--- src/cidc_pkg.sv ---
// cidc_pkg: shared types, codes and constants of the chunked image download controller
// used by every module under src

package cidc_pkg;

   localparam int CHUNK_W        = 22;
   localparam int PAGE_BYTES_DEF = 2048;
   localparam int QUEUE_DEPTH    = 4;

   localparam logic [CHUNK_W-1:0] CHUNK_MAX = {CHUNK_W{1'b1}};

   // request actions
   localparam logic [2:0] ACT_START = 3'd0;
   localparam logic [2:0] ACT_TICK  = 3'd1;
   localparam logic [2:0] ACT_META  = 3'd2;
   localparam logic [2:0] ACT_CHUNK = 3'd3;
   localparam logic [2:0] ACT_PEER  = 3'd4;

   // result kinds
   localparam logic [2:0] KIND_REQ_META   = 3'd0;
   localparam logic [2:0] KIND_REQ_CHUNK  = 3'd1;
   localparam logic [2:0] KIND_PAGE_WRITE = 3'd2;
   localparam logic [2:0] KIND_DONE       = 3'd3;
   localparam logic [2:0] KIND_REJECT     = 3'd4;

   // completion codes
   localparam logic [1:0] RC_SUCCESS = 2'd0;
   localparam logic [1:0] RC_TIMEOUT = 2'd1;
   localparam logic [1:0] RC_MAGIC   = 2'd2;
   localparam logic [1:0] RC_INVALID = 2'd3;

   // csr indexes
   localparam logic [1:0] CSR_FLASH_BASE = 2'd0;
   localparam logic [1:0] CSR_MAGIC      = 2'd1;
   localparam logic [1:0] CSR_MAX_ATT    = 2'd2;
   localparam logic [1:0] CSR_TIMEOUT    = 2'd3;

   localparam logic [3:0]  MAX_ATT_RST = 4'd5;
   localparam logic [15:0] TIMEOUT_RST = 16'd1000;

   typedef enum logic [1:0] {
      PH_IDLE,
      PH_META,
      PH_CHUNK
   } phase_type;

   typedef struct packed {
      logic [2:0]         action;
      logic [31:0]        image_magic;
      logic [31:0]        image_size;
      logic [CHUNK_W-1:0] chunk_number;
   } req_type;

   typedef struct packed {
      logic [2:0]         kind;
      logic [CHUNK_W-1:0] chunk_index;
      logic [31:0]        write_address;
      logic [1:0]         result_code;
      logic               last;
   } rsp_type;

   typedef struct packed {
      logic [31:0] flash_base;
      logic [31:0] expected_magic;
      logic [3:0]  max_attempts;
      logic [15:0] step_timeout;
   } cfg_type;

   // one result as the front leaves it; the back adds flash_base to offset
   typedef struct packed {
      logic [2:0]         kind;
      logic [CHUNK_W-1:0] chunk;
      logic [31:0]        offset;
      logic [1:0]         code;
   } item_type;

   typedef struct packed {
      logic     two;
      item_type r0;
      item_type r1;
   } entry_type;

endpackage

--- src/cidc_front.sv ---
// cidc_front: download state, classifies each request and builds its results
// depends on cidc_pkg

module cidc_front import cidc_pkg::*; #(
   parameter int PAGE_BYTES = PAGE_BYTES_DEF
) (
   input  logic      clock,
   input  logic      reset,
   input  cfg_type   cfg,
   input  logic      req_accept,
   input  req_type   req,
   output logic      q_push,
   output entry_type q_entry
);

   localparam int PAGE_W = $clog2(PAGE_BYTES + 1);
   localparam int LIM_W  = 32 + PAGE_W;
   // size at or above this gives more chunks than the index can hold
   localparam logic [LIM_W-1:0] SIZE_LIMIT = LIM_W'(CHUNK_MAX) * LIM_W'(PAGE_BYTES);
   localparam logic [32:0] PAGE_STEP = 33'(PAGE_BYTES);

   phase_type          phase_ff, phase_in;
   logic [3:0]         attempt_ff, attempt_in;
   logic [15:0]        wait_ff, wait_in;
   logic [CHUNK_W-1:0] cur_ff, cur_in;
   logic [31:0]        offset_ff, offset_in;
   logic [31:0]        size_ff, size_in;

   logic [15:0]        wait_inc;
   logic [15:0]        limit;
   logic               tick_fire;
   logic               exhausted;
   logic               no_attempts;
   logic               magic_bad;
   logic               size_bad;
   logic               chunk_bad;
   logic [32:0]        next_off;
   logic               more;
   logic [CHUNK_W-1:0] cur_next;

   always_comb begin
      wait_inc    = (wait_ff != 16'hFFFF) ? wait_ff + 16'd1 : wait_ff;
      limit       = (cfg.step_timeout == 16'd0) ? 16'd1 : cfg.step_timeout;
      tick_fire   = wait_inc >= limit;
      exhausted   = attempt_ff >= cfg.max_attempts;
      no_attempts = cfg.max_attempts == 4'd0;
      magic_bad   = req.image_magic != cfg.expected_magic;
      size_bad    = (req.image_size == 32'd0) || (LIM_W'(req.image_size) >= SIZE_LIMIT);
      chunk_bad   = req.chunk_number != cur_ff;
      // more chunks remain while (cur + 1) * page <= size
      next_off    = {1'b0, offset_ff} + PAGE_STEP;
      more        = next_off <= {1'b0, size_ff};
      cur_next    = cur_ff + CHUNK_W'(1);
   end

   // next state
   always_comb begin
      phase_in   = phase_ff;
      attempt_in = attempt_ff;
      wait_in    = wait_ff;
      cur_in     = cur_ff;
      offset_in  = offset_ff;
      size_in    = size_ff;
      if (req_accept) begin
         case (req.action)
            ACT_START: begin
               if (phase_ff == PH_IDLE) begin
                  cur_in     = '0;
                  offset_in  = '0;
                  wait_in    = '0;
                  phase_in   = no_attempts ? PH_IDLE : PH_META;
                  attempt_in = no_attempts ? 4'd0 : 4'd1;
               end
            end
            ACT_TICK: begin
               if (phase_ff != PH_IDLE) begin
                  wait_in = wait_inc;
                  if (tick_fire) begin
                     wait_in = '0;
                     if (exhausted) begin
                        phase_in   = PH_IDLE;
                        attempt_in = '0;
                     end else begin
                        attempt_in = attempt_ff + 4'd1;
                     end
                  end
               end
            end
            ACT_META: begin
               if (phase_ff == PH_META) begin
                  wait_in = '0;
                  size_in = req.image_size;
                  if (magic_bad || size_bad || no_attempts) begin
                     phase_in   = PH_IDLE;
                     attempt_in = '0;
                  end else begin
                     phase_in   = PH_CHUNK;
                     attempt_in = 4'd1;
                  end
               end
            end
            ACT_CHUNK: begin
               if (phase_ff == PH_CHUNK) begin
                  wait_in = '0;
                  if (chunk_bad) begin
                     phase_in   = PH_IDLE;
                     attempt_in = '0;
                  end else begin
                     cur_in    = cur_next;
                     offset_in = next_off[31:0];
                     if (!more || no_attempts) begin
                        phase_in   = PH_IDLE;
                        attempt_in = '0;
                     end else begin
                        attempt_in = 4'd1;
                     end
                  end
               end
            end
            ACT_PEER: begin
               phase_in   = PH_IDLE;
               attempt_in = '0;
               wait_in    = '0;
            end
            default: begin
            end
         endcase
      end
   end

   // results of the request
   always_comb begin
      q_push  = 1'b0;
      q_entry = '0;
      if (req_accept) begin
         case (req.action)
            ACT_START: begin
               q_push = 1'b1;
               if (phase_ff != PH_IDLE) begin
                  q_entry.r0.kind = KIND_REJECT;
               end else if (no_attempts) begin
                  q_entry.r0.kind = KIND_DONE;
                  q_entry.r0.code = RC_TIMEOUT;
               end else begin
                  q_entry.r0.kind = KIND_REQ_META;
               end
            end
            ACT_TICK: begin
               if (phase_ff != PH_IDLE && tick_fire) begin
                  q_push = 1'b1;
                  if (exhausted) begin
                     q_entry.r0.kind = KIND_DONE;
                     q_entry.r0.code = RC_TIMEOUT;
                  end else if (phase_ff == PH_META) begin
                     q_entry.r0.kind = KIND_REQ_META;
                  end else begin
                     q_entry.r0.kind  = KIND_REQ_CHUNK;
                     q_entry.r0.chunk = cur_ff;
                  end
               end
            end
            ACT_META: begin
               if (phase_ff == PH_META) begin
                  q_push = 1'b1;
                  if (magic_bad) begin
                     q_entry.r0.kind = KIND_DONE;
                     q_entry.r0.code = RC_MAGIC;
                  end else if (size_bad) begin
                     q_entry.r0.kind = KIND_DONE;
                     q_entry.r0.code = RC_INVALID;
                  end else if (no_attempts) begin
                     q_entry.r0.kind = KIND_DONE;
                     q_entry.r0.code = RC_TIMEOUT;
                  end else begin
                     q_entry.r0.kind  = KIND_REQ_CHUNK;
                     q_entry.r0.chunk = cur_ff;
                  end
               end
            end
            ACT_CHUNK: begin
               if (phase_ff == PH_CHUNK) begin
                  q_push = 1'b1;
                  if (chunk_bad) begin
                     q_entry.r0.kind = KIND_DONE;
                     q_entry.r0.code = RC_INVALID;
                  end else begin
                     q_entry.two       = 1'b1;
                     q_entry.r0.kind   = KIND_PAGE_WRITE;
                     q_entry.r0.chunk  = cur_ff;
                     q_entry.r0.offset = offset_ff;
                     if (!more) begin
                        q_entry.r1.kind = KIND_DONE;
                        q_entry.r1.code = RC_SUCCESS;
                     end else if (no_attempts) begin
                        q_entry.r1.kind = KIND_DONE;
                        q_entry.r1.code = RC_TIMEOUT;
                     end else begin
                        q_entry.r1.kind  = KIND_REQ_CHUNK;
                        q_entry.r1.chunk = cur_next;
                     end
                  end
               end
            end
            default: begin
            end
         endcase
      end
   end

   always_ff @(posedge clock) begin
      if (reset) begin
         phase_ff   <= PH_IDLE;
         attempt_ff <= '0;
         wait_ff    <= '0;
         cur_ff     <= '0;
         offset_ff  <= '0;
         size_ff    <= '0;
      end else begin
         phase_ff   <= phase_in;
         attempt_ff <= attempt_in;
         wait_ff    <= wait_in;
         cur_ff     <= cur_in;
         offset_ff  <= offset_in;
         size_ff    <= size_in;
      end
   end

endmodule

--- src/cidc_queue.sv ---
// cidc_queue: short queue of result entries between front and back
// depends on cidc_pkg

module cidc_queue import cidc_pkg::*; (
   input  logic      clock,
   input  logic      reset,
   input  logic      push,
   input  entry_type wdata,
   input  logic      pop,
   output logic      full,
   output logic      empty,
   output entry_type rdata
);

   localparam int PTR_W = $clog2(QUEUE_DEPTH);
   localparam int CNT_W = $clog2(QUEUE_DEPTH + 1);

   entry_type          slot_ff [QUEUE_DEPTH];
   logic [PTR_W-1:0]   wr_ptr_ff, wr_ptr_in;
   logic [PTR_W-1:0]   rd_ptr_ff, rd_ptr_in;
   logic [CNT_W-1:0]   count_ff, count_in;
   logic               do_push;
   logic               do_pop;

   always_comb begin
      full    = count_ff == CNT_W'(QUEUE_DEPTH);
      empty   = count_ff == '0;
      rdata   = slot_ff[rd_ptr_ff];
      do_push = push && !full;
      do_pop  = pop && !empty;
      wr_ptr_in = do_push ? PTR_W'((32'(wr_ptr_ff) + 1) % QUEUE_DEPTH) : wr_ptr_ff;
      rd_ptr_in = do_pop  ? PTR_W'((32'(rd_ptr_ff) + 1) % QUEUE_DEPTH) : rd_ptr_ff;
      count_in  = count_ff;
      if (do_push && !do_pop) begin
         count_in = count_ff + CNT_W'(1);
      end else if (do_pop && !do_push) begin
         count_in = count_ff - CNT_W'(1);
      end
   end

   always_ff @(posedge clock) begin
      if (do_push) begin
         slot_ff[wr_ptr_ff] <= wdata;
      end
   end

   always_ff @(posedge clock) begin
      if (reset) begin
         wr_ptr_ff <= '0;
         rd_ptr_ff <= '0;
         count_ff  <= '0;
      end else begin
         wr_ptr_ff <= wr_ptr_in;
         rd_ptr_ff <= rd_ptr_in;
         count_ff  <= count_in;
      end
   end

endmodule

--- src/cidc_back.sv ---
// cidc_back: splits queue entries into single results, forms flash addresses,
// holds the result register; depends on cidc_pkg

module cidc_back import cidc_pkg::*; (
   input  logic      clock,
   input  logic      reset,
   input  logic [31:0] flash_base,
   input  logic      q_empty,
   input  entry_type q_head,
   output logic      q_pop,
   output logic      rsp_empty,
   input  logic      rsp_pop,
   output rsp_type   rsp_data
);

   logic     valid_ff, valid_in;
   logic     second_ff, second_in;
   rsp_type  out_ff, out_in;
   logic     load;
   item_type pick;

   always_comb begin
      load      = !valid_ff || rsp_pop;
      pick      = second_ff ? q_head.r1 : q_head.r0;
      valid_in  = valid_ff;
      second_in = second_ff;
      q_pop     = 1'b0;
      out_in    = out_ff;
      if (load) begin
         valid_in = !q_empty;
         if (!q_empty) begin
            out_in.kind          = pick.kind;
            out_in.chunk_index   = pick.chunk;
            out_in.result_code   = pick.code;
            out_in.write_address = (pick.kind == KIND_PAGE_WRITE) ?
                                   flash_base + pick.offset : 32'd0;
            out_in.last          = second_ff || !q_head.two;
            // second half of a two-result entry comes next
            q_pop                = second_ff || !q_head.two;
            second_in            = !second_ff && q_head.two;
         end
      end
   end

   assign rsp_empty = !valid_ff;
   assign rsp_data  = out_ff;

   always_ff @(posedge clock) begin
      out_ff <= out_in;
   end

   always_ff @(posedge clock) begin
      if (reset) begin
         valid_ff  <= 1'b0;
         second_ff <= 1'b0;
      end else begin
         valid_ff  <= valid_in;
         second_ff <= second_in;
      end
   end

endmodule

--- src/chunked_image_download_controller_core.sv ---
// chunked image download controller, requester side
// latency: a request's results pass through the result queue and then the output register
// throughput: one request per cycle while the four-entry result queue has room;
// results leave one per cycle from the output register while rsp_pop is held, one by one
// reset: synchronous, active high; state idle, registers to defaults, queue empty

module chunked_image_download_controller_core import cidc_pkg::*; #(
   parameter int PAGE_BYTES = PAGE_BYTES_DEF
) (
   input  logic        clock,
   input  logic        reset,
   input  logic        req_push,
   output logic        req_full,
   input  req_type     req_data,
   output logic        rsp_empty,
   input  logic        rsp_pop,
   output rsp_type     rsp_data,
   input  logic        csr_we,
   input  logic [1:0]  csr_index,
   input  logic [31:0] csr_wdata
);

   cfg_type   cfg_ff, cfg_in;
   logic      req_accept;
   logic      q_push;
   entry_type q_entry;
   logic      q_pop;
   logic      q_empty;
   entry_type q_head;

   always_comb begin
      cfg_in = cfg_ff;
      if (csr_we) begin
         case (csr_index)
            CSR_FLASH_BASE: cfg_in.flash_base     = csr_wdata;
            CSR_MAGIC:      cfg_in.expected_magic = csr_wdata;
            CSR_MAX_ATT:    cfg_in.max_attempts   = csr_wdata[3:0];
            CSR_TIMEOUT:    cfg_in.step_timeout   = csr_wdata[15:0];
            default: begin
            end
         endcase
      end
   end

   always_ff @(posedge clock) begin
      if (reset) begin
         cfg_ff.flash_base     <= '0;
         cfg_ff.expected_magic <= '0;
         cfg_ff.max_attempts   <= MAX_ATT_RST;
         cfg_ff.step_timeout   <= TIMEOUT_RST;
      end else begin
         cfg_ff <= cfg_in;
      end
   end

   assign req_accept = req_push && !req_full;

   cidc_front #(
      .PAGE_BYTES(PAGE_BYTES)
   ) u_front (
      .clock      (clock),
      .reset      (reset),
      .cfg        (cfg_ff),
      .req_accept (req_accept),
      .req        (req_data),
      .q_push     (q_push),
      .q_entry    (q_entry)
   );

   cidc_queue u_queue (
      .clock (clock),
      .reset (reset),
      .push  (q_push),
      .wdata (q_entry),
      .pop   (q_pop),
      .full  (req_full),
      .empty (q_empty),
      .rdata (q_head)
   );

   cidc_back u_back (
      .clock      (clock),
      .reset      (reset),
      .flash_base (cfg_ff.flash_base),
      .q_empty    (q_empty),
      .q_head     (q_head),
      .q_pop      (q_pop),
      .rsp_empty  (rsp_empty),
      .rsp_pop    (rsp_pop),
      .rsp_data   (rsp_data)
   );

`ifndef NO_ASSERTIONS
   // a page write is always followed by a completion or the next chunk request
   a_write_not_last: assert property (@(posedge clock) disable iff (reset)
      (!rsp_empty && rsp_data.kind == KIND_PAGE_WRITE) |-> !rsp_data.last)
      else $error("page write marked as last result");

   // completions and rejects always end their request
   a_done_last: assert property (@(posedge clock) disable iff (reset)
      (!rsp_empty && (rsp_data.kind == KIND_DONE || rsp_data.kind == KIND_REJECT))
      |-> rsp_data.last)
      else $error("completion not marked as last result");

   // only page writes carry an address
   a_addr_zero: assert property (@(posedge clock) disable iff (reset)
      (!rsp_empty && rsp_data.kind != KIND_PAGE_WRITE) |-> rsp_data.write_address == 32'd0)
      else $error("address on a result that is not a page write");

   // nothing is pending right after reset
   a_reset_empty: assert property (@(posedge clock)
      reset |=> (rsp_empty && !req_full))
      else $error("results pending after reset");
`endif

endmodule

--- config.mk ---
export PLATFORM = sky130hd
export DESIGN_NAME = chunked_image_download_controller_core
export DESIGN_NICKNAME = d
export VERILOG_FILES = /design/src/cidc_pkg.sv /design/src/cidc_front.sv /design/src/cidc_queue.sv /design/src/cidc_back.sv /design/src/chunked_image_download_controller_core.sv
export SDC_FILE = /design/constraint.sdc
export NUM_CORES = 1
export LEC_CHECK = 0
export BUFFER_PORTS_ARGS = -buffer_cell sky130_fd_sc_hd__clkbuf_2
export CAP_MARGIN = 40
export CORE_UTILIZATION = 40
export CTS_CLUSTER_SIZE = 14
export DETAILED_ROUTE_END_ITERATION = 12
export PLACE_DENSITY = 0.66
export SYNTH_ARGS = -nofsm -noshare
export SYNTH_HDL_FRONTEND = slang
export SYNTH_SLANG_ARGS = --single-unit
export TNS_END_PERCENT = 100
--- constraint.sdc ---
create_clock -name clock -period 5.35 [get_ports clock]
set_clock_uncertainty 0.05 [all_clocks]
set_input_delay 0.2675 -clock clock [delete_from_list [all_inputs] [get_ports clock]]
set_output_delay 0.2675 -clock clock [all_outputs]
set_load 0.005 [all_outputs]
==> results of run 1 <==
-- layout by cell type, fill, tap and decap left out, drive strengths merged, types with 51 or more instances in the layout --
cell type / n
dfxtp: 192
a21oi: 192
clkbuf: 263
ha: 81
dlygate4sd3: 66
inv: 67
xnor2: 96
nor2: 153
and2: 51
mux4: 73
nand2: 282
edfxtp: 356
o21ai: 51
-- worst max-delay path by stage --
stage	from	endpoint	slack [ns]	cells past startpoint
2_1_floorplan	u_queue.count_ff[0]$_SDFFE_PP0P_	u_queue.count_ff[2]$_SDFFE_PP0P_	0.31	10
3_3_place_gp	u_front.wait_ff[2]$_SDFFE_PP0P_	u_queue.count_ff[2]$_SDFFE_PP0P_	0.49	19
3_5_place_dp	u_front.wait_ff[2]$_SDFFE_PP0P_	u_queue.count_ff[2]$_SDFFE_PP0P_	0.43	19
4_1_cts	u_front.wait_ff[2]$_SDFFE_PP0P_	u_queue.count_ff[2]$_SDFFE_PP0P_	0.41	19
5_1_grt	u_front.wait_ff[2]$_SDFFE_PP0P_	u_queue.count_ff[2]$_SDFFE_PP0P_	0.07	19
6_report	u_front.wait_ff[2]$_SDFFE_PP0P_	u_queue.count_ff[2]$_SDFFE_PP0P_	0.40	19
-- sequential cells by signal, indices dropped and copies added (netlist names), 3 cells and up, named ones only --
name	cells
u_queue.count_ff	3
u_back.rsp_data	60
u_front.attempt_ff	4
u_front.size_ff	32
u_queue.slot_ff	296
u_front.offset_ff	21
cfg_ff	84
u_front.wait_ff	16
u_front.cur_ff	22
-- worst register-to-register path: cells and delay by family (launching register included) --
family	cells	cell delay [ns]
adders and majority gates	3	0.93
DFF	1	0.44
and+or+nand+nor	7	1.51
xor gates and xnor gates	2	0.26
buffers and inverters	1	0.06
AOI/OAI and AO/OA	6	1.63
-- through the flow --
stage / total power [mW] / area, sq um / cells
after floorplan: 6.498 / 25480 / 2180
after global placement: 7.304 / 27310 / 3122
after detailed placement: 7.367 / 27450 / 3130
after CTS: 11.37 / 30000 / 3304
after global routing: 11.72 / 30000 / 3305
final: 11.24 / 30000 / 3305
-- power breakdown --
part           internal, mW  switching, mW
combinational         0.940           1.27
clock                  2.29           1.66
sequential             4.92          0.160
-- area by class of cell --
| class | count | area [sq um] |
|---|---|---|
| Fill cell | 5582 | 32960 |
| Sequential cell | 548 | 14540 |
| Multi-Input combinational cell | 1447 | 10200 |
| Timing Repair Buffer | 290 | 2056 |
| Clock buffer | 75 | 1585 |
| Tap cell | 846 | 1059 |
| Clock inverter | 33 | 307.8 |
| Inverter | 65 | 245.2 |
| Antenna cell | 1 | 2.502 |
-- per-layer routing --
layer / share of wire, % / vias up / global-route usage [%]
met3: 5.2 / 118 / 2.664
met2: 48 / 521 / 32.28
met4: 3.1 / 0 / 6.764
met5: 0 / - / 0
met1: 44 / 8742 / 26.26
li1: - / 8435 / -
-- cell families (layout without fill, tap and decap cells) --
family	after synthesis	in the layout	synth area share, %
buf+inv	185	463	3.037
other cells	1	5	0.01473
flops	548	548	57.09
mux	113	113	8.183
simple gates	734	734	13.69
compound gates	383	383	9.352
xor+xnor	130	130	4.502
fa+ha+maj	83	83	4.138
==> key figures, run 1 <==
Outcome
  – Run status: finished clean

Setup path
  – Path type of the worst setup path: reg2reg
  – Startpoint type of the worst setup path: register
  – Crit path capture type: register
  – List of cells traversed by the critical path: and4_1, and4_1, nand4_1, o311a_1, nand2_1, xnor2_1, ha_1, and3_1, and3_1, a21oi_1, o21ai_0, o211ai_1, a41oi_1, ha_1, inv_1, fa_1, xor2_1, or3_1, a21oi_1
  – Critical path arrival: 5.44 ns
  – Top delay family on crit path: compound AO/OA/AOI/OAI gates
  – Count of cells along the worst register-to-register path: 19
  – Setup slack of the worst register-to-register path: 0.40 ns
  – Critical-path top delay cell: o311a_1
  – FF-to-FF End: u_queue.count_ff[2]$_SDFFE_PP0P_
  – Startpoint of the worst-slack reg-to-reg timing path: u_front.wait_ff[2]$_SDFFE_PP0P_
  – Number of buffer and inverter instances along the worst setup path: 1
  – Required time of the critical path: 5.84 ns
  – Largest incremental delay on the critical path: 0.49 ns
  – Maximum fanout along the worst path: 8

STA
  – Final worst hold slack: 0.09046 ns
  – Setup repair after global routing missed its margin: no
  – Fin. max-slew vios: 0
  – Final Hold Viols: 0
  – Final setup slack of the worst path: 0.3965 ns
  – Worst relative slew slack: 41.37%
  – Tcrit/Tclk final: 92.59%
  – TNS Setup: 0 ns
  – # setup viols final: 0
  – Minimum period implied by the final worst setup slack: 4.953 ns
  – Max Clock Freq: 0.2019 GHz
  – Transition at the pin with the smallest max-transition slack: 0.8762 ns

Place
  – Post-place setup slack: 0.4260 ns
  – Port Buf Inserts: 189
  – Placer's final routability congestion estimate: 0.8637
  – DP HPWL: 43830 um

Yosys
  – Yosys warnings: 0
  – Most area-consuming cells after synthesis: edfxtp_1 42%, dfxtp_1 15%, mux4_2 6.5%
  – Count of flip-flops with a built-in enable after synthesis: 356
  – Most frequent cell after synthesis: edfxtp_1
  – Top cell type's share of synthesized area: 41.99%
  – Mapped cell area: 0.02546 sq mm
  – Cell types with the highest counts after synthesis: 356 x edfxtp_1, 282 x nand2_1, 192 x a21oi_1, 192 x dfxtp_1, 153 x nor2_1
  – Flip-flop and latch count after synthesis: 548
  – Synth Instances: 2177
  – Post-synth ARST share: 0%
  – Syn_area_per_cell: 11.69 sq um
  – Prevailing post-synth register cell: edfxtp_1
  – Number of distinct library cells after synthesis: 74
  – Seq/Total Area, Yosys: 57.09%
  – Biggest area consumer among synthesized cells: edfxtp_1

Clocking
  – Number of H-tree branching levels: 2
  – Clock slew at the register clock pins of the worst setup and hold paths: 0.07 ns
  – Cell at the root of the clock tree: clkbuf_16
  – Inserted Clock Buffers: 57
  – Count of hold-fix buffers inserted at cts: 66
  – Clock Path Buffers: 3
  – CTS tree: yes
  – Clk_lat worst skew: 0.62 ns
  – Post_cts resized: 0
  – Post-CTS Repair Setup Buffers: 0
  – Clock sink count: 548

Route
  – Wirelength, routed: 63430 um
  – Wirelength per Cell: 19.19 um
  – Number of nets still failing antenna checks after routing: 0
  – Number of vias in the routed layout: 17820
  – Via/cell ratio: 5.391
  – Detailed router's first-iteration violation count: 1333
  – Number of iterations in the first detailed-routing pass: 5
  – Final routed DRC violation total: 0

Cells and area
  – Synth-to-layout area growth: 17.84%
  – Net total in the final layout: 2620
  – Final core occ: 47.65%
  – Ratio of cells with drive above 1 in the final layout: 18.47%

Worst hold path
  – Min-Delay Startpoint: csr_index[1]
  – Hold depth: 4
  – Hold Path Class: in2reg
  – End of the worst hold path: cfg_ff[24]$_SDFFE_PP0P_

Floorplan
  – Die extent in x: 254.3 um
  – Die height: 254.3 um
  – Core area: 0.06297 sq mm
  – I/O pin total: 190
  – Initial Utilization: 40.43%
  – Die area: 0.06466 sq mm
  – Number of standard-cell rows in the floorplan: 92

Power
  – IR Drop Worst-Case VDD: 0.3127 mV
  – Power density cells: 374.7 mW/mm^2
  – Leak Pwr: 10.75 nW

Global routing
  – Grt ovf: 0
  – All-Layer GR Usage: 19.51%
  – Wire length of the first global-routing pass: 98130 um
  – Antenna violations before repair: 1
  – Number of global-route vias before repair: 17680
  – Maximum number of pins on one net before global-route repair: 107

Job
  – Max-cap check violation count: 0
Note: power is estimated with default switching activity, not from simulation.
==> inputs of run 2 (changes only) <==
--- a/config.mk
+++ b/config.mk
@@ -10,6 +10,7 @@
 export CORE_UTILIZATION = 40
 export CTS_CLUSTER_SIZE = 14
 export DETAILED_ROUTE_END_ITERATION = 12
+export MAX_ROUTING_LAYER = met4
 export PLACE_DENSITY = 0.66
 export SYNTH_ARGS = -nofsm -noshare
 export SYNTH_HDL_FRONTEND = slang
==> key figures, run 2 (synthesis gave the netlist of run 1 again) <==
Outcome
  – Run status: finished clean

Power
  – IR Drop Worst-Case VDD: 0.3190 mV (+2.0%)
  – Leak Pwr: 10.74 nW (about the same)
  – Overall power: 11.30 mW (+0.47%)
  – Power density cells: 376.4 mW/mm^2 (+0.46%)

Global routing
  – Wire length of the first global-routing pass: 97210 um (-0.94%)
  – Antenna violations before repair: 1 (unchanged)
  – Maximum number of pins on one net before global-route repair: 114 (+6.5%)
  – Number of global-route vias before repair: 17280 (-2.3%)
  – All-Layer GR Usage: 19.96% (+0.45 points)
  – Grt ovf: 0 (unchanged)

STA
  – TNS Setup: 0 ns (unchanged)
  – Transition at the pin with the smallest max-transition slack: 0.8775 ns (+0.001229 ns)
  – Max Clock Freq: 0.2033 GHz (+0.71%)
  – Fin. max-slew vios: 0 (unchanged)
  – Worst relative slew slack: 41.50% (+0.13 points)
  – # setup viols final: 0 (unchanged)
  – Minimum period implied by the final worst setup slack: 4.919 ns (-0.03475 ns)
  – Setup repair after global routing missed its margin: no
  – Tcrit/Tclk final: 91.94% (-0.65 points)
  – Final worst hold slack: 0.1201 ns (+0.02960 ns)
  – Final Hold Viols: 0 (unchanged)

Worst hold path
  – Hold Path Class: in2reg

Floorplan
  – Die area: 0.06466 sq mm (unchanged)
  – Core area: 0.06297 sq mm (unchanged)
  – Die height: 254.3 um (unchanged)
  – Initial Utilization: 40.43% (unchanged)
  – Number of standard-cell rows in the floorplan: 92 (unchanged)
  – I/O pin total: 190 (unchanged)
  – Die extent in x: 254.3 um (unchanged)

Place
  – Port Buf Inserts: 189 (unchanged)
  – Instance area after placement: 0.02743 sq mm (about the same)
  – Placer's final routability congestion estimate: 0.8909 (+3.1%)
  – DP HPWL: 43570 um (-0.60%)

Cells and area
  – Sequential cell area in the final layout: 0.01454 sq mm (unchanged)
  – Final core occ: 47.66% (about the same)
  – Most common library cell in the layout ignoring fill and taps: edfxtp_1
  – Net total in the final layout: 2619 (-0.038%)
  – Area occupied by multi-input gates: 0.01020 sq mm (unchanged)
  – Largest register FFs: 296 (unchanged)
  – Layout fillers: 5518 (-1.1%)
  – Final Instance Area: 0.03001 sq mm (about the same)
  – Ratio of cells with drive above 1 in the final layout: 18.72% (+0.25 points)
  – Highest-count cells in the layout ignoring fill and taps: 356 x edfxtp_1, 282 x nand2_1, 191 x a21oi_1
  – Synth-to-layout area growth: 17.86% (about the same)
  – Register ranked first by flip-flop count: u_queue.slot_ff

Setup path
  – Crit path capture type: register
  – Critical path arrival: 5.40 ns (-0.04 ns)
  – FF-to-FF End: u_queue.count_ff[2]$_SDFFE_PP0P_
  – Required time of the critical path: 5.83 ns (about the same)
  – Startpoint of the worst-slack reg-to-reg timing path: u_front.wait_ff[2]$_SDFFE_PP0P_
  – Crit. Startpoint: u_front.wait_ff[2]$_SDFFE_PP0P_
  – CP Capture Point: u_queue.count_ff[2]$_SDFFE_PP0P_
  – Setup slack of the worst register-to-register path: 0.43 ns (+0.03 ns)
  – Startpoint type of the worst setup path: register
  – Maximum fanout along the worst path: 8 (unchanged)
  – Path type of the worst setup path: reg2reg
  – Count of cells along the worst register-to-register path: 19 (unchanged)

Clocking
  – CTS tree: yes
  – Clock sink count: 548 (unchanged)
  – Clock Path Buffers: 3 (unchanged)
  – Clk_lat worst skew: 0.62 ns (about the same)
  – Inserted Clock Buffers: 57 (unchanged)
  – Cell at the root of the clock tree: clkbuf_16
  – Number of H-tree branching levels: 2 (unchanged)
  – Clock slew at the register clock pins of the worst setup and hold paths: 0.06 ns (about the same)

Route
  – Number of vias in the routed layout: 17800 (-0.11%)
  – Via/cell ratio: 5.386 (about the same)
  – Wirelength per Cell: 19.06 um (-0.67%)
  – Final routed DRC violation total: 0 (unchanged)
  – Number of iterations in the first detailed-routing pass: 5 (unchanged)
  – Wirelength, routed: 62990 um (-0.70%)
  – Number of nets still failing antenna checks after routing: 0 (unchanged)
  – Detailed router's first-iteration violation count: 1483 (+11%)

Job
  – Max-cap check violation count: 0 (unchanged)
## run 2: cell types whose count changed in the layout (fill, tap and decap cells not counted), moves of 2 or more
cell | previous run | this run
clkbuf_1 | 10 | 8
clkinv_2 | 16 | 13
clkinv_1 | 5 | 1
clkinv_4 | 2 | 4
clkinvlp_2 | 0 | 4
inv_6 | 2 | 5
## run 2: worst min path at each step
stage	start	end	slack (ns)	depth (start not counted)
floorplan	csr_wdata[3]	cfg_ff[3]$_SDFFE_PP1P_	0.34	1
global placement	u_front.size_ff[4]$_SDFFE_PP0P_	u_front.size_ff[4]$_SDFFE_PP0P_	0.39	2
detailed placement	u_front.size_ff[10]$_SDFFE_PP0P_	u_front.size_ff[10]$_SDFFE_PP0P_	0.39	2
CTS	req_data[86]	u_front.phase_ff[1]$_SDFFE_PP0P_	0.07	4
global route	req_data[86]	u_front.phase_ff[1]$_SDFFE_PP0P_	0.13	4
finish	csr_index[1]	cfg_ff[27]$_SDFFE_PP0P_	0.12	4
## run 2: layout make-up
cell class	count	area share, %
flip-flops and latches	548	48.47
multi-input cells	1447	34.01
repair buffers	289	6.793
clock buffers	72	5.175
well taps	846	3.528
clock inverters	36	1.205
inverters	65	0.8173
diodes	1	0.008340
## run 2: timing repair
item                                   in CTS  in global routing
gates resized for setup                     0                  0
endpoints found under the hold margin     116                  0
buffers inserted                            0                  0
hold buffers                               65                  0
## run 2: power by group
group	total (mW)	switching, mW	internal (mW)	leakage, nW
Combinational	2.23	1.29	0.938	4.79
Sequential	5.07	0.148	4.92	5.01
Clock	4.00	1.69	2.31	0.935
Total	11.3	3.12	8.17	10.7
## run 2: layer usage
| layer | track usage (%) | share of wire [%] |
|---|---|---|
| met1 | 26.30 | 44 |
| met2 | 32.00 | 48 |
| met5 | - | 0 |
| met3 | 2.429 | 5.0 |
| met4 | 6.575 | 3.0 |
## run 2: stage by stage
| stage | worst slack, ns | cells |
|---|---|---|
| floorplan | 0.3055 | 2180 |
| global placement | 0.4614 | 3122 |
| detailed placement | 0.4074 | 3129 |
| CTS | 0.3876 | 3302 |
| global route | 0.08483 | 3304 |
| finish | 0.4313 | 3304 |
## run 2: critical path, cell delays in order (launching register included)
cell and delay (ns):
dfxtp_1 0.44, and4_1 0.26, and4_1 0.26, nand4_1 0.20, o311a_1 0.49, nand2_1 0.14
xnor2_1 0.08, ha_1 0.29, and3_1 0.17, and3_1 0.15, a21oi_1 0.10, o21ai_0 0.44
o211ai_1 0.20, a41oi_1 0.26, ha_1 0.23, inv_1 0.06, fa_1 0.37, xor2_1 0.18
or3_1 0.31, a21oi_1 0.15
